==> src/wepm_pkg.sv <==
// shared types, constants and weight tables for the windowed ewma position mapper
// no dependencies; every other file uses this package
package wepm_pkg;

	localparam int MAX_SAMPLES_DEF = 10;
	localparam int SAMPLE_BITS_DEF = 14;
	localparam int WEIGHT_W        = 17;
	localparam int WSUM_W          = 21;
	localparam int TAB_N           = 17;
	localparam int TAB_IW          = 5;
	localparam int HALF_W          = 16;
	localparam int OUT_W           = 16;
	localparam int CFG_IDX_W       = 3;

	localparam logic signed [OUT_W-1:0] OUT_MAX = 16'sh7fff;
	localparam logic signed [OUT_W-1:0] OUT_MIN = 16'sh8000;

	typedef enum logic [CFG_IDX_W-1:0] {
		REG_TOP_LEFT_Y     = 3'd0,
		REG_BOTTOM_RIGHT_Y = 3'd1,
		REG_TOP_LEFT_X     = 3'd2,
		REG_BOTTOM_RIGHT_X = 3'd3,
		REG_HALF_HEIGHT    = 3'd4,
		REG_HALF_DEPTH     = 3'd5,
		REG_THREE_D_MODE   = 3'd6
	} cfg_reg_t;

	typedef struct packed {
		logic en;
		logic rot;
	} cell_ctl_t;

	typedef logic [WEIGHT_W-1:0] weight_tab_t [TAB_N];
	typedef logic [WSUM_W-1:0]   wsum_tab_t [TAB_N];

	function automatic int imax(input int a, input int b);
		return (a > b) ? a : b;
	endfunction

	// 0.9^k in q16, rounded half up at every step
	function automatic weight_tab_t weight_table();
		weight_tab_t t;
		int          w;
		w = 65536;
		for (int k = 0; k < TAB_N; k++) begin
			t[k] = WEIGHT_W'(w);
			w = (w * 9 + 5) / 10;
		end
		return t;
	endfunction

	// running sum of the weights from age 0 up to k
	function automatic wsum_tab_t wsum_table();
		wsum_tab_t t;
		int        w;
		int        s;
		w = 65536;
		s = 0;
		for (int k = 0; k < TAB_N; k++) begin
			s = s + w;
			t[k] = WSUM_W'(s);
			w = (w * 9 + 5) / 10;
		end
		return t;
	endfunction

	localparam weight_tab_t WEIGHT_TAB = weight_table();
	localparam wsum_tab_t   WSUM_TAB   = wsum_table();

endpackage

==> src/wepm_div.sv <==
// restoring divider, one quotient bit a cycle, rounds half away from zero on magnitudes
// depends on wepm_pkg (imax)
module wepm_div import wepm_pkg::*; #(
	parameter int NW = 48,
	parameter int DW = 25,
	parameter int QW = 24
) (
	input  logic          clk,
	input  logic          arst_n,
	input  logic          start,
	input  logic [NW-1:0] num,
	input  logic [DW-1:0] den,
	output logic          done,
	output logic [QW-1:0] quo,
	output logic          ovf
);

	localparam int CMPW = imax(NW + 1, DW + QW) + 1;
	localparam int CNTW = $clog2(QW + 1);

	logic [CMPW-1:0] rem_q;
	logic [CMPW-1:0] dsh_q;
	logic [QW-1:0]   quo_q;
	logic            ovf_q;
	logic [CNTW-1:0] cnt_q;
	logic            busy_q;
	logic            done_q;
	logic [CMPW-1:0] num_rnd;

	assign num_rnd = CMPW'(num) + CMPW'(den >> 1);

	always_ff @(posedge clk or negedge arst_n) begin
		if (!arst_n) begin
			busy_q <= 1'b0;
			done_q <= 1'b0;
			cnt_q  <= '0;
		end else if (start) begin
			busy_q <= 1'b1;
			done_q <= 1'b0;
			cnt_q  <= CNTW'(QW);
		end else if (busy_q) begin
			cnt_q <= cnt_q - 1'b1;
			if (cnt_q == CNTW'(1)) begin
				busy_q <= 1'b0;
				done_q <= 1'b1;
			end
		end else begin
			done_q <= 1'b0;
		end
	end

	always_ff @(posedge clk) begin
		if (start) begin
			rem_q <= num_rnd;
			dsh_q <= CMPW'(den) << (QW - 1);
			ovf_q <= num_rnd >= (CMPW'(den) << QW);
		end else if (busy_q) begin
			if (rem_q >= dsh_q) begin
				rem_q <= rem_q - dsh_q;
				quo_q <= {quo_q[QW-2:0], 1'b1};
			end else begin
				quo_q <= {quo_q[QW-2:0], 1'b0};
			end
			dsh_q <= dsh_q >> 1;
		end
	end

	assign done = done_q;
	assign quo  = quo_q;
	assign ovf  = ovf_q;

endmodule

==> config.mk <==
export PLATFORM = sky130hd
export DESIGN_NAME = wepm_div
export DESIGN_NICKNAME = d
export VERILOG_FILES = /design/src/wepm_pkg.sv /design/src/wepm_div.sv
export SDC_FILE = /design/constraint.sdc
export NUM_CORES = 1
export LEC_CHECK = 0
export BUFFER_PORTS_ARGS = -buffer_cell sky130_fd_sc_hd__buf_2
export CORE_ASPECT_RATIO = 0.6
export CORE_MARGIN = 5
export CORE_UTILIZATION = 39
export DETAILED_ROUTE_END_ITERATION = 10
export GPL_ROUTABILITY_DRIVEN = 0
export PLACE_DENSITY = 0.65
export SYNTH_ARGS = -nofsm -noshare
export SYNTH_HDL_FRONTEND = slang
export SYNTH_SLANG_ARGS = --single-unit
==> constraint.sdc <==
create_clock -name clk -period 4.8 [get_ports clk]
set_input_delay 0.96 -clock clk [delete_from_list [all_inputs] [get_ports clk]]
set_output_delay 0.96 -clock clk [all_outputs]
set_load 0.005 [all_outputs]
After elaboration in Yosys (flattened, before gate mapping) --
Index checks and enable logic that the tools add are counted.
Word-level totals: logic and storage cells 34, memories 0, bits in read-only memories 0, bits in latches 0, bits in writable memories 0, register bits after elaboration 130
Cells by class: multipliers 0, div/mod/pow operators 0, mux-type cells 14, shift operators 0, add/sub/neg operators 3, order comparisons 2, bitwise logic cells 1, eq/ne operators 2, reductions and logical operators 4
Operators by type and width (count):
- $mux 50 | 3
- $mux 48 | 2
- $ge 50x48->1 | 1
- $sub 50x48->50 | 1
- $add 48x24->49 | 1
- $ge 49x49->1 | 1
- $mux 5 | 2
- $mux 1 | 7
- $eq 5x1->1 const B | 1
- $sub 5x1->5 const B | 1
- $reduce_and 2->1 | 2
- $reduce_bool 2->1 | 2
- $ne 3x2->1 const B | 1
- $not 1->1 | 1

Logic depth before layout (Yosys ltp) --
word-level depth 4, depth in mapped cells 20, depth with buffers taken out 20

Worst setup path before layout --
OpenSTA, ideal clock, no wires.
kind input port to flip-flop, start input num[18], end register ovf_q (netlist: ovf) (data pin), path buffers 1, slack -262 ps, required time 4620 ps, stages 19, library setup time 180 ps, data arrival time 4882 ps, cells stage by stage ha_1 > buf_6 > a211oi_2 > o211ai_1 > a221o_1 > a41o_1 > a31o_2 > o21a_1 > and3_1 > xor2_1 > ha_1 > nand4_1 > nor3_1 > and4_1 > nand4bb_1 > or4_1 > nor4b_2 > nand4_1 > o41ai_2
On the way: longest elaborated chain between the ends 2
RTL lines:
- from (decl) | line wepm_div.sv:11 | input logic [NW-1:0] num,
- $add 48x24->49 | line wepm_div.sv:30 | assign num_rnd = CMPW'(num) + CMPW'(den >> 1);
- $ge 49x49->1 | line wepm_div.sv:56 | ovf_q <= num_rnd >= (CMPW'(den) << QW);
- to (signal assigned) | line wepm_div.sv:56
- to (decl) | line wepm_div.sv:24 | logic ovf_q;
No other way between the ends. A chain may end at the register's enable or synchronous reset.

Worst setup path in the final report --
start input num[17], end register ovf_q (netlist: ovf) (data pin)
The elaborated chain is that of the path after synthesis.

==> metrics.yaml <==
outcome: "completed"
track_usage: 0.205
avgSynthCellArea_um2: 8.86
end_kind: "flip-flop"
slew_viol_final: 0
area_growth_pct: 24.6
initial_core_util: 0.399
routed_wirelength_um: 32200
critPathBufInv: 2
cts.path.max_buffers: 2
cts.sinks: 130
period_needed_ns: 4.77
seq_area_frac_synth: 0.343
diodes: 0
arrival_ns: 5.01
post_drt_via_cell_ratio: 5.54
timing_hold_violations_final: 0
synthCells: 1197
cts_tree: "yes"
yosys.area.top_type: "edfxtp_1"
finalCritPeriodShare: 0.993
leakage_nw: 5.86
synthArstFlopShare: 0.0538
clk_pin_slew_worst_paths_ns: 0.06
synth_warnings: 0
antenna_found_initial: 2
crit_slowest_cell: "or4_4"
die_w_um: 223
ys_ff_latch: 130
crit_fanout: 7
max-vdd-ir-drop_mv: 0.241
critical_path.top_delay_family: "simple AND/OR/NAND/NOR gates"
final_cell_mix: "buf_4 (139), nand2_1 (131), edfxtp_1 (100)"
die_y_um: 138
seqCellArea_um2: 3640
place_inst: 1744
critical-path-max-stage-delay_ns: 0.44
ctsHoldBuffers: 0
relSlewSlack: 0.219
setup_viol: 0
drive_gt1_frac: 0.236
setup_ws_ns: 0.0312
post-dp-hpwl_um: 25400
yosysTopAreaCellShare: 0.283
routed-via-count: 9862
antenna_left: 0
portBuffers: 101
crit_path_cell_trace: "buf_2, ha_1, buf_4, a21oi_1, o21ai_0, a211o_1, o21ai_4, nor2_1, xor2_1, ha_1, nand4_1, nor3_2, and4_1, nand4bb_1, or4_4, nor4b_4, nand4_1, o41ai_2"
synthesis.area_um2: 10600
synthTopCellsByArea: "edfxtp_1 (28%), ha_1 (12%), nand2_1 (4.6%)"
cp.required_ns: 5.04
clockRootBuffer: "clkbuf_16"
maxCapViolCount: 0
first_global_vias: 9215
nets: 1585
finalCoreUtilization: 0.497
wl_per_cell_um: 18.1
core_region_area_um2: 26600
fp-row-count: 46
cts_buffers: 17
overflow: 0
io_pins: 102
drc: 0
finalSetupTns_ns: 0
grt_setup_unrepaired: "true"
critPathKind: "input port to flip-flop"
tightest_slew_ns: 1.17
multi_input_area_um2: 6560
synth_edf_count: 100
grt_pass1_wl_um: 50000
drtPass1Iterations: 5
hold_class: "input port to asynchronous set/reset pin"
fmax_ghz: 0.210
stdcell_count: 1781
num-fill-cells: 2544
place_ws_ns: -0.487
r2r_setup_slack_ns: 0.86
final_common_cell: "buf_4"
power_density_nw_per_um2: 510
ys.flop_type: "edfxtp_1"
synth_cell_types: 77
grt_max_degree: 78
die-area_um2: 30700
dr.first_iter.drc_count: 974
cp-start-kind: "input port"
total_power_mw: 6.75
fin_skew_ns: 0.0160
clock_insertion_delay_worst_skew_ns: 0.43
htreeDepth: 4
synth_fp_nets: 1374
[cell type report]
class	instances	area share
well taps	360	0.0341
multi-input cells	926	0.496
repair buffers	240	0.119
clock buffers	19	0.0327
clock inverters	13	0.0159
flip-flops and latches	130	0.275
inverters	93	0.0264
[synth_stat cells (12+ instances only)]
master and number:
nand2_1 131, edfxtp_1 100, ha_1 99, nor2_1 94
inv_1 93, a21oi_1 82, o21ai_0 76, xnor2_1 54
a21o_1 40, xor2_1 37, clkbuf_1 36, nand4_1 31
mux2i_1 27, dfxtp_1 23, nor3_1 22, nand3_1 18
mux2_2 13, o21a_1 13, o21bai_1 13, a211oi_1 12
nor2b_1 12
[per-stage QoR]
step	area, um^2	hold slack [ns]
after global routing	13200	0.366
final	13200	0.373
after floorplan	10600	0.452
after detailed placement	12400	0.428
after global placement	12400	0.425
after CTS	13100	0.361
[per-layer routing]
| metal | track usage | share of wire | vias to the layer above |
|---|---|---|---|
| met4 | 0.0432 | 0.013 | 4 |
| met1 | 0.327 | 0.51 | 4634 |
| li1 | - | - | 4763 |
| met5 | 0 | 0.00043 | - |
| met3 | 0.0447 | 0.092 | 45 |
| met2 | 0.278 | 0.38 | 416 |
[kinds of logic after synthesis]
group                    after synthesis  synth area share
flip-flops                           130             0.343
XOR/XNOR                              91            0.0751
AND/OR/NAND/NOR                      369             0.166
adder cells (fa/ha/maj)              101             0.121
multiplexers                          40            0.0393
buffers and inverters                141            0.0520
AO/OA/AOI/OAI                        325             0.204
[worst paths after layout]
path	start	depth (start not counted)	end
worst max-delay path	num[17]	18	ovf
worst min-delay path	arst_n	1	busy_q
worst max register to register	rem_q[2]	12	rem_q[4]
worst min register to register	quo[7]	0	quo[8]
max in group asynchronous	arst_n	1	busy_q
min in group clk	quo[7]	0	quo[8]
[registers in the layout (all words and copies together) (netlist names)]
signal / count
busy_q: 1
cnt_q: 5
done: 1
dsh_q: 48
ovf: 1
quo: 24
rem_q: 50
[where the power goes]
part | internal (mW) | total (mW) | switching (mW) | leakage [nW]
Combinational | 1.45 | 3.57 | 2.12 | 4.25
Sequential | 1.63 | 1.74 | 0.111 | 1.31
Clock | 0.923 | 1.44 | 0.512 | 0.308
[worst register-to-register path: stages (launching register included)]
cell and delay, ns:
edfxtp_1 0.38, ha_1 0.37, nor2b_1 0.16, o21a_1 0.18, o211ai_1 0.28, a2111oi_0 0.20
buf_4 0.17, nor3_1 0.62, o22ai_1 0.31, nor4_1 0.30, nor2_1 0.11, a21o_2 0.32
buf_12 0.23
[what timing repair did]
item	in CTS	in global routing
pin swaps	2	30
setup endpoints to repair	1	1
setup buffers	1	5
gates resized for setup	2	22
Power figures use the tool's default switching activity.
