File: src/wepm_pkg.sv
// shared types, constants and weight tables for the windowed ewma position mapper
// no dependencies; every other file uses this package
package wepm_pkg;

	localparam int MAX_SAMPLES_DEF = 10;
	localparam int SAMPLE_BITS_DEF = 14;
	localparam int WEIGHT_W        = 17;
	localparam int WSUM_W          = 21;
	localparam int TAB_N           = 17;
	localparam int TAB_IW          = 5;
	localparam int HALF_W          = 16;
	localparam int OUT_W           = 16;
	localparam int CFG_IDX_W       = 3;

	localparam logic signed [OUT_W-1:0] OUT_MAX = 16'sh7fff;
	localparam logic signed [OUT_W-1:0] OUT_MIN = 16'sh8000;

	typedef enum logic [CFG_IDX_W-1:0] {
		REG_TOP_LEFT_Y     = 3'd0,
		REG_BOTTOM_RIGHT_Y = 3'd1,
		REG_TOP_LEFT_X     = 3'd2,
		REG_BOTTOM_RIGHT_X = 3'd3,
		REG_HALF_HEIGHT    = 3'd4,
		REG_HALF_DEPTH     = 3'd5,
		REG_THREE_D_MODE   = 3'd6
	} cfg_reg_t;

	typedef struct packed {
		logic en;
		logic rot;
	} cell_ctl_t;

	typedef logic [WEIGHT_W-1:0] weight_tab_t [TAB_N];
	typedef logic [WSUM_W-1:0]   wsum_tab_t [TAB_N];

	function automatic int imax(input int a, input int b);
		return (a > b) ? a : b;
	endfunction

	// 0.9^k in q16, rounded half up at every step
	function automatic weight_tab_t weight_table();
		weight_tab_t t;
		int          w;
		w = 65536;
		for (int k = 0; k < TAB_N; k++) begin
			t[k] = WEIGHT_W'(w);
			w = (w * 9 + 5) / 10;
		end
		return t;
	endfunction

	// running sum of the weights from age 0 up to k
	function automatic wsum_tab_t wsum_table();
		wsum_tab_t t;
		int        w;
		int        s;
		w = 65536;
		s = 0;
		for (int k = 0; k < TAB_N; k++) begin
			s = s + w;
			t[k] = WSUM_W'(s);
			w = (w * 9 + 5) / 10;
		end
		return t;
	endfunction

	localparam weight_tab_t WEIGHT_TAB = weight_table();
	localparam wsum_tab_t   WSUM_TAB   = wsum_table();

endpackage

File: src/wepm_cell.sv
// one window cell: holds an x/y sample pair, loads from either neighbor
// depends on wepm_pkg (cell_ctl_t)
module wepm_cell import wepm_pkg::*; #(
	parameter int SB = SAMPLE_BITS_DEF
) (
	input  logic                 clk,
	input  cell_ctl_t            ctl,
	input  logic signed [SB-1:0] prv_x,
	input  logic signed [SB-1:0] prv_y,
	input  logic signed [SB-1:0] nxt_x,
	input  logic signed [SB-1:0] nxt_y,
	output logic signed [SB-1:0] x_q,
	output logic signed [SB-1:0] y_q
);

	// shift toward the tail on a new sample, rotate toward the head while reading
	always_ff @(posedge clk) begin
		if (ctl.en) begin
			x_q <= ctl.rot ? nxt_x : prv_x;
			y_q <= ctl.rot ? nxt_y : prv_y;
		end
	end

endmodule

File: config.mk
export PLATFORM = sky130hd
export DESIGN_NAME = wepm_cell
export DESIGN_NICKNAME = d
export VERILOG_FILES = /design/src/wepm_pkg.sv /design/src/wepm_cell.sv
export SDC_FILE = /design/constraint.sdc
export NUM_CORES = 1
export LEC_CHECK = 0
export BUFFER_PORTS_ARGS = -buffer_cell sky130_fd_sc_hd__buf_2
export CAP_MARGIN = 40
export CORE_MARGIN = 10
export CORE_UTILIZATION = 40
export CTS_CLUSTER_SIZE = 12
export DETAILED_ROUTE_END_ITERATION = 10
export PLACE_DENSITY = 0.89
export SKIP_CTS_REPAIR_TIMING = 1
export SYNTH_ARGS = -nofsm -noshare
export SYNTH_HDL_FRONTEND = slang
export SYNTH_SLANG_ARGS = --single-unit
File: constraint.sdc
create_clock -name clk -period 2.75 [get_ports clk]
set_input_delay 0.6875 -clock clk [delete_from_list [all_inputs] [get_ports clk]]
set_output_delay 0.6875 -clock clk [all_outputs]
set_load 0.1 [all_outputs]
* Yosys cells after proc, flatten, opt, wreduce, memory -nomap -nowiden
Index checks and enable logic that the tools add are counted.
** Word-level totals
- Register bits :: 28
- Input bits :: 59
- Output and inout port bits :: 28
- Word-level logic and storage cells :: 4
** Cells by class
- Mux-type cells :: 2
** Operators by type and width (count)
- two-way mux 14 bit :: 2

* Longest topological paths before layout
Gate-level depths: netlist (run 1).
- Depth after elaboration :: 1
- Mapped depth :: 3
- Mapped depth without buffers :: 1

* Least setup slack after synthesis (run 1)
OpenSTA, ideal clock, no wires.
- Kind :: register to output
- Start point :: reg x_q[0]
- End point :: out x_q[0]
- Arrival :: 0.904 ns
- Required time :: 2.062 ns
- Setup slack :: 1.158 ns
- Stages on the path, launching flop included :: 1
- Path buffers :: 0
- Cell sequence :: edfxtp_1
** RTL lines
- start, declared :: line wepm_cell.sv:12 : output logic signed [SB-1:0] x_q,
- start signal, assigned :: line wepm_cell.sv:19 : x_q <= ctl.rot ? nxt_x : prv_x;
No word-level cell between the ends.

* Worst setup path after layout (run 1)
- Start point :: reg y_q[12]
- End point :: out y_q[12]
** RTL lines
- start, declared :: line wepm_cell.sv:13 : output logic signed [SB-1:0] y_q
- start signal, assigned :: line wepm_cell.sv:20 : y_q <= ctl.rot ? nxt_y : prv_y;
No word-level cell between the ends.

==> flow_summary.json, run 1 <==
{
  "first_pass_iters": 2,
  "numPlacedInstances": 187,
  "layout.nets": 207,
  "globalRouteOverflowTotal": 0,
  "crit_slowest_cell": "sky130_fd_sc_hd__buf_2",
  "grt_start_max_net_pins": 29,
  "cts.sink_count": 28,
  "first_global_vias": 995,
  "start_util_pct": 42.0,
  "buffer_ports.inserted": 86,
  "flow.area_growth_from_synthesis_pct": 37.5,
  "critPathCapture": "y_q[12]",
  "sum_of_negative_setup_slack_ns": 0,
  "ys_top_cells_by_area": "sky130_fd_sc_hd__edfxtp_1, sky130_fd_sc_hd__mux2_4, sky130_fd_sc_hd__mux2_2",
  "crit_fanout": 1,
  "yosysTopAreaCell": "sky130_fd_sc_hd__edfxtp_1",
  "layoutNonFillerInstCount": 191,
  "slew_headroom_pct": 59.9,
  "synth-seq-cells": 28,
  "die_area_um2": 5870,
  "combinational_group_share_of_total_power_pct": 38.6,
  "drt-initial-drc-count": 89,
  "die_h_um": 76.6,
  "yosysSeqAreaShare_pct": 65.6,
  "timing_max_transition_violations_final": 0,
  "die-width_um": 76.6,
  "fillers": 259,
  "synth_cell_type_count": 5,
  "reg_clk_slew_reported_paths_ns": 0.14,
  "delay_contributed_by_the_slowest_stage_of_the_critical_path_ns": 0.44,
  "synth_fp_nets": 118,
  "vias": 861,
  "top_level_ports": 87,
  "worstSetupPathDepth": 1,
  "critPathCaptureType": "output pin",
  "clock_power_share_pct": 14.7,
  "unrepaired_setup_endpoints_after_global_routing": "no",
  "cellLeakagePower_uw": 0.000833,
  "detail_route.wl_per_cell_um": 17.4,
  "max_freq_mhz": 556,
  "route.final.wire_length_mm": 3.33,
  "power.density_cell_area_nw_per_um2": 636,
  "final_min_period_over_clock_period_pct": 65.4,
  "antenna_violating_nets_left": 0,
  "number_of_antenna_violations_at_the_first_check_in_global_routing": 0,
  "startpoint_type": "register",
  "final_core_util_pct": 57.7,
  "grt_use_total_pct": 11.0,
  "cell_count_after_synthesis": 59,
  "seq_power_share_pct": 46.7,
  "hp-class": "in -> reg",
  "netSwitchingPower_uw": 455,
  "start_point_of_the_critical_path": "y_q[12]",
  "floorplan.core_area_um2": 3050,
  "cts_tree": "built",
  "data_required_time_at_the_worst_endpoint_ns": 2.06,
  "numCtsBuffers": 3,
  "post_route_cells_drive_above_1_share_pct": 80.3,
  "mappedNetlistArea_um2": 1280,
  "drv.max_cap_violation_count": 0,
  "rows": 20,
  "period_minus_slack_ns": 1.80,
  "worstSetupPathType": "reg -> out",
  "p_int_uw": 666,
  "routed_via_density": 4.51,
  "yosys.area.top_type_share_pct": 65.6,
  "cts_max_path_buffers": 2,
  "yosys_warnings": 0,
  "drt_drc_violations_left": 0,
  "cp_top_family": "buffers and inverters",
  "htree_levels": 1,
  "timing_worst_slew_pin_value_ns": 0.602,
  "irDropWorstVdd_v": 0.000217,
  "hold_violations": 0,
  "outcome": "finished, final reports clean",
  "n_antenna_cell": 0,
  "critical_path.cell_chain": "buf_2",
  "post_synth.cell_area_avg_um2": 21.7,
  "place_congestion": 0.715,
  "root_buffer": "sky130_fd_sc_hd__clkbuf_4",
  "switching_share_pct": 40.6,
  "worst_ep_arrival_time_ns": 1.11,
  "finalSetupViolCount": 0,
  "timing.critical_path.buf_inv": 1,
  "grt_first_pass_wirelength_mm": 5.15
}
## layout by cell type (no fill, tap or decap), drive strengths merged
cell | Yosys | routed
buf | 3 | 87
edfxtp | 28 | 28
mux2 | 28 | 28
clkbuf | 0 | 3
clkinv | 0 | 1
## routing by layer
| layer | GRT usage (%) | share of wire, % |
|---|---|---|
| met1 | 11.7 | 40 |
| met2 | 19.3 | 51 |
| met3 | 4.48 | 8.3 |
| met4 | 3.35 | 0.51 |
| met5 | 0 | 0 |
## metrics by stage
stage	worst slack, ns	instance area [um^2]	power, uW	hold slack, ns
final	0.953	1760	1120	0.658
after global routing	0.898	1760	1160	0.639
after CTS	0.936	1760	1130	0.648
after detailed placement	1.10	1740	970	0.991
after global placement	1.14	1740	962	0.989
after floorplan	1.16	1280	881	0.800
## cell families (layout without fill, tap and decap cells)
| kind of cell | Yosys count | in the layout | share of synthesized area [%] |
|---|---|---|---|
| buffers and inverters | 3 | 91 | 4.00 |
| DFF | 28 | 28 | 65.6 |
| muxes | 28 | 28 | 30.4 |
## cells in the mapped netlist
cell / number
sky130_fd_sc_hd__edfxtp_1: 28
sky130_fd_sc_hd__mux2_4: 20
sky130_fd_sc_hd__buf_6: 1
sky130_fd_sc_hd__buf_12: 2
sky130_fd_sc_hd__mux2_2: 8
## cell type report
class	instances	area (um^2)	area share, %
timing repair buffer	87	450	25.6
multi-input combinational	28	390	22.1
sequential	28	841	47.7
clock inverter	1	3.75	0.213
tap	44	55.1	3.12
clock buffer	3	22.5	1.28
## power groups by stage
stage                     logic [uW]  registers (uW)  clock network [uW]
after CTS                        436             525                 171
after global routing             447             528                 188
final                            433             524                 164
after global placement           430             533                   0
after detailed placement         435             535                   0
after floorplan                 63.3             818                   0
## how the worst min path moves through the flow
stage | startpoint | endpoint | slack (ns) | cells after the start
5_1_grt | prv_x[6] | x_q[6] | 0.64 | 2
3_3_place_gp | nxt_x[8] | x_q[8] | 0.99 | 2
6_report | nxt_x[6] | x_q[6] | 0.66 | 2
2_1_floorplan | ctl[1] | x_q[0] | 0.80 | 0
3_5_place_dp | prv_x[4] | x_q[4] | 0.99 | 2
4_1_cts | nxt_x[6] | x_q[6] | 0.65 | 2
## flip-flops by register name, summed over array words and instances, names as in the netlist
signal / flops
x_q: 14
y_q: 14
No activity file was read; power rests on OpenSTA's default activity.
==> run 2, diff against run 1 <==
--- a/config.mk
+++ b/config.mk
@@ -8,10 +8,10 @@
 export BUFFER_PORTS_ARGS = -buffer_cell sky130_fd_sc_hd__buf_2
 export CAP_MARGIN = 40
 export CORE_MARGIN = 10
-export CORE_UTILIZATION = 40
+export CORE_UTILIZATION = 37
 export CTS_CLUSTER_SIZE = 12
 export DETAILED_ROUTE_END_ITERATION = 10
-export PLACE_DENSITY = 0.89
+export PLACE_DENSITY = 0.86
 export SKIP_CTS_REPAIR_TIMING = 1
 export SYNTH_ARGS = -nofsm -noshare
 export SYNTH_HDL_FRONTEND = slang
==> constraint.sdc (replaced) <==
create_clock -name clk -period 1.6 [get_ports clk]
set_input_delay 0.4 -clock clk [delete_from_list [all_inputs] [get_ports clk]]
set_output_delay 0.4 -clock clk [all_outputs]
set_load 0.1 [all_outputs]
==> run 2 against run 1 <==
Critical endpoint is now x_q[6]. Sequential cell count unchanged. Clock power rose by 76%. Highest routed layer unchanged. Sequential share of layout area down 0.60 points. Worst setup slack got worse by 0.88 ns. Largest power group unchanged. Total power rose by 73%. Cell area up 1.3%. Via count shrank 0.35%. Count of clock-buffer cells in the layout is the same. Worst hold slack lost 0.29 ns.
==> flow_summary.json, run 2 (synthesized netlist as in run 1, its figures left out) <==
{
  "crit_fanout": 1,
  "most_common_cell_after_layout_fill_and_taps_aside": "sky130_fd_sc_hd__buf_2",
  "layout.nets": 208,
  "worstHoldStart": "prv_x[7]",
  "worstSetupPathType": "reg -> out",
  "flow.area_growth_from_synthesis_pct": 39.2,
  "irDropWorstVdd_v": 0.000605,
  "n_antenna_cell": 0,
  "buffer_ports.inserted": 86,
  "die_h_um": 78.9,
  "detail_route.wl_per_cell_um": 17.0,
  "post_route_cells_drive_above_1_share_pct": 80.4,
  "cts_max_path_buffers": 2,
  "worst_ep_arrival_time_ns": 1.13,
  "die-width_um": 78.9,
  "data_required_time_at_the_worst_endpoint_ns": 1.20,
  "timing.hold.worst_endpoint": "x_q[7]",
  "finalSetupViolCount": 0,
  "drt_drc_violations_left": 0,
  "critPathCaptureType": "output pin",
  "start_point_of_the_critical_path": "x_q[6]",
  "routed_via_density": 4.42,
  "die_area_um2": 6220,
  "grt_use_total_pct": 10.6,
  "route.final.wire_length_mm": 3.31,
  "final_min_period_over_clock_period_pct": 95.6,
  "final_cell_mix": "sky130_fd_sc_hd__buf_2, sky130_fd_sc_hd__edfxtp_1, sky130_fd_sc_hd__mux2_4",
  "number_of_antenna_violations_at_the_first_check_in_global_routing": 0,
  "hold_violations": 0,
  "top_level_ports": 87,
  "drt-initial-drc-count": 35,
  "outcome": "finished, final reports clean",
  "reg_top3": "x_q (14), y_q (14)",
  "timing_worst_slew_pin_value_ns": 0.506,
  "unrepaired_setup_endpoints_after_global_routing": "no",
  "rows": 21,
  "period_minus_slack_ns": 1.53,
  "critical_path.cell_chain": "buf_2",
  "layout.area.seq_um2": 841,
  "power.density_cell_area_nw_per_um2": 1090,
  "globalRouteOverflowTotal": 0,
  "antenna_violating_nets_left": 0,
  "startpoint_type": "register",
  "grt_start_max_net_pins": 29,
  "vias": 858,
  "cellLeakagePower_uw": 0.000842,
  "root_buffer": "sky130_fd_sc_hd__clkbuf_4",
  "cts_tree": "built",
  "delay_contributed_by_the_slowest_stage_of_the_critical_path_ns": 0.43,
  "first_global_vias": 1056,
  "crit_slowest_cell": "sky130_fd_sc_hd__buf_2",
  "final_area_um2": 1790,
  "place_congestion": 0.682,
  "slew_headroom_pct": 66.5,
  "timing_max_transition_violations_final": 0,
  "htree_levels": 1,
  "cp_top_family": "buffers and inverters",
  "max_freq_mhz": 654,
  "fillers": 295,
  "numCtsBuffers": 3,
  "first_pass_iters": 4,
  "hp-class": "in -> reg",
  "timing.final.ws_setup_ns": 0.0699,
  "timing.critical_path.buf_inv": 1,
  "drv.max_cap_violation_count": 0,
  "sum_of_negative_setup_slack_ns": 0,
  "multiInputGateArea_um2": 390,
  "cts.sink_count": 28,
  "start_util_pct": 38.4,
  "dpl_worst_slack_ns": 0.248,
  "dpl-instance-area_um2": 1760,
  "reg_clk_slew_reported_paths_ns": 0.14,
  "grt_first_pass_wirelength_mm": 5.15,
  "hold_depth": 2,
  "floorplan.core_area_um2": 3340
}
-- run 2: stage by stage --
step           util, %  hold WS, ns  instances  total power, uW
3_3_place_gp      52.7        0.700        190             1660
6_report          53.5        0.367        194             1940
3_5_place_dp      52.7        0.703        190             1670
5_1_grt           53.5        0.343        194             2020
2_1_floorplan        -        0.512         59             1510
4_1_cts           53.5        0.355        194             1960
-- run 2: cell type report --
cell class	count	area share, %
clock buffer	3	1.26
sequential	28	47.1
tap	46	3.22
multi-input combinational	28	21.9
timing repair buffer	88	26.3
clock inverter	1	0.210
-- run 2: layer usage --
metal | up-vias | GRT usage (%) | wire length [um]
met2 | 49 | 19.5 | 1820
met1 | 397 | 9.70 | 1090
li1 | 410 | - | -
met4 | 0 | 3.76 | 24
met5 | - | 0 | 0
met3 | 2 | 5.52 | 376
-- run 2: worst max path at each step --
stage / end / depth (start not counted)
finish: x_q[6] / 1
global route: x_q[6] / 1
CTS: x_q[6] / 1
detailed placement: y_q[12] / 3
global placement: x_q[3] / 3
floorplan: x_q[0] / 0
-- run 2: report_power, final --
part           total [uW]  switching [uW]  internal, uW
Combinational         748             575           173
Clock                 289             198          91.3
Sequential            901            16.0           885
Total                1940             789          1150
==> run 3, diff against run 2 <==
--- a/config.mk
+++ b/config.mk
@@ -8,10 +8,11 @@
 export BUFFER_PORTS_ARGS = -buffer_cell sky130_fd_sc_hd__buf_2
 export CAP_MARGIN = 40
 export CORE_MARGIN = 10
-export CORE_UTILIZATION = 37
+export CORE_UTILIZATION = 38
+export CTS_BUF_LIST = sky130_fd_sc_hd__clkbuf_4 sky130_fd_sc_hd__clkbuf_8
 export CTS_CLUSTER_SIZE = 12
 export DETAILED_ROUTE_END_ITERATION = 10
-export PLACE_DENSITY = 0.86
+export PLACE_DENSITY = 0.88
 export SKIP_CTS_REPAIR_TIMING = 1
 export SYNTH_ARGS = -nofsm -noshare
 export SYNTH_HDL_FRONTEND = slang
==> run 3 against run 2 <==
Total power is essentially flat. Worst setup slack better by 0.0063 ns. Via count shrank 0.47%. First-iteration DRC count grew 5.7%. Sequential cell count is the same. Routed wire length is 0.15% lower. Sequential share of layout area is the same. Critical path depth did not move. Largest power group unchanged. Highest routed layer unchanged.
==> flow_summary.json, run 3 (synthesized netlist as in run 1, its figures left out) <==
{
  "route.final.wire_length_mm": 3.30,
  "htree_levels": 1,
  "slew_headroom_pct": 66.6,
  "flow.area_growth_from_synthesis_pct": 39.2,
  "data_required_time_at_the_worst_endpoint_ns": 1.20,
  "cts_max_path_buffers": 2,
  "grt_start_max_net_pins": 29,
  "die_h_um": 78.1,
  "routed_via_density": 4.40,
  "reg_clk_slew_reported_paths_ns": 0.15,
  "number_of_antenna_violations_at_the_first_check_in_global_routing": 0,
  "floorplan.core_area_um2": 3310,
  "place_congestion": 0.730,
  "crit_fanout": 1,
  "cts_tree": "built",
  "rows": 21,
  "n_antenna_cell": 0,
  "crit_slowest_cell": "sky130_fd_sc_hd__buf_2",
  "post_route_cells_drive_above_1_share_pct": 80.4,
  "grt_use_total_pct": 10.6,
  "layout.nets": 208,
  "outcome": "finished, final reports clean",
  "die_area_um2": 6100,
  "antenna_violating_nets_left": 0,
  "power.density_cell_area_nw_per_um2": 1090,
  "vias": 854,
  "timing.critical_path.buf_inv": 1,
  "critical_path.cell_chain": "buf_2",
  "sum_of_negative_setup_slack_ns": 0,
  "start_util_pct": 38.7,
  "layout.area.seq_um2": 841,
  "timing_worst_slew_pin_value_ns": 0.504,
  "grt_first_pass_wirelength_mm": 5.09,
  "unrepaired_setup_endpoints_after_global_routing": "no",
  "root_buffer": "sky130_fd_sc_hd__clkbuf_4",
  "detail_route.wl_per_cell_um": 17.0,
  "hold_violations": 0,
  "multiInputGateArea_um2": 390,
  "first_global_vias": 959,
  "fillers": 292,
  "final_min_period_over_clock_period_pct": 95.2,
  "buffer_ports.inserted": 86,
  "hp-class": "in -> reg",
  "worstSetupPathType": "reg -> out",
  "top_level_ports": 87,
  "finalSetupViolCount": 0,
  "globalRouteOverflowTotal": 0,
  "critPathCaptureType": "output pin",
  "die-width_um": 78.1,
  "worst_ep_arrival_time_ns": 1.12,
  "delay_contributed_by_the_slowest_stage_of_the_critical_path_ns": 0.43,
  "cts.sink_count": 28,
  "timing_max_transition_violations_final": 0,
  "final_cell_mix": "sky130_fd_sc_hd__buf_2, sky130_fd_sc_hd__edfxtp_1, sky130_fd_sc_hd__mux2_4",
  "startpoint_type": "register",
  "cp_top_family": "buffers and inverters",
  "irDropWorstVdd_v": 0.000615,
  "numCtsBuffers": 3,
  "reg_top3": "x_q (14), y_q (14)",
  "most_common_cell_after_layout_fill_and_taps_aside": "sky130_fd_sc_hd__buf_2",
  "max_freq_mhz": 656,
  "drt-initial-drc-count": 37,
  "numPlacedInstances": 190,
  "period_minus_slack_ns": 1.52,
  "drv.max_cap_violation_count": 0,
  "layoutNonFillerInstCount": 194,
  "drt_drc_violations_left": 0,
  "first_pass_iters": 4,
  "cellLeakagePower_uw": 0.000842,
  "holdWs_ns": 0.363
}
==> run 3: cell counts in the layout (fill, tap and decap cells not counted) <==
Identical to the previous run, type by type.
==> run 3: layer usage <==
layer | global-route usage (%) | part of all wire [%]
met1 | 10.4 | 36
met2 | 20.9 | 58
met3 | 2.39 | 5.4
met4 | 4.30 | 1.0
met5 | 0 | 0
==> run 3: per-stage QoR <==
step	area [um^2]	power (uW)	setup WS, ns	utilization (%)
6_report	1790	1940	0.0762	53.9
5_1_grt	1790	2020	0.0212	53.9
4_1_cts	1790	1960	0.0667	53.9
3_5_place_dp	1760	1670	0.244	53.1
3_3_place_gp	1760	1660	0.275	53.1
2_1_floorplan	1280	1510	0.296	-
==> run 3: area by class of cell <==
class | instances | area share [%]
flip-flops and latches | 28 | 47.1
repair buffers | 88 | 26.3
multi-input cells | 28 | 21.9
well taps | 46 | 3.22
clock buffers | 3 | 1.26
clock inverters | 1 | 0.210
==> run 3: final timing paths <==
kind / startpoint / end / slack [ns] / depth (start not counted)
worst max-delay path: x_q[4] / x_q[4] / 0.08 / 1
worst min-delay path: nxt_x[5] / x_q[5] / 0.36 / 2
==> run 3: where the power goes <==
group          internal, uW  switching (uW)
Combinational           173             574
Clock                  91.3             200
Sequential              885            14.3
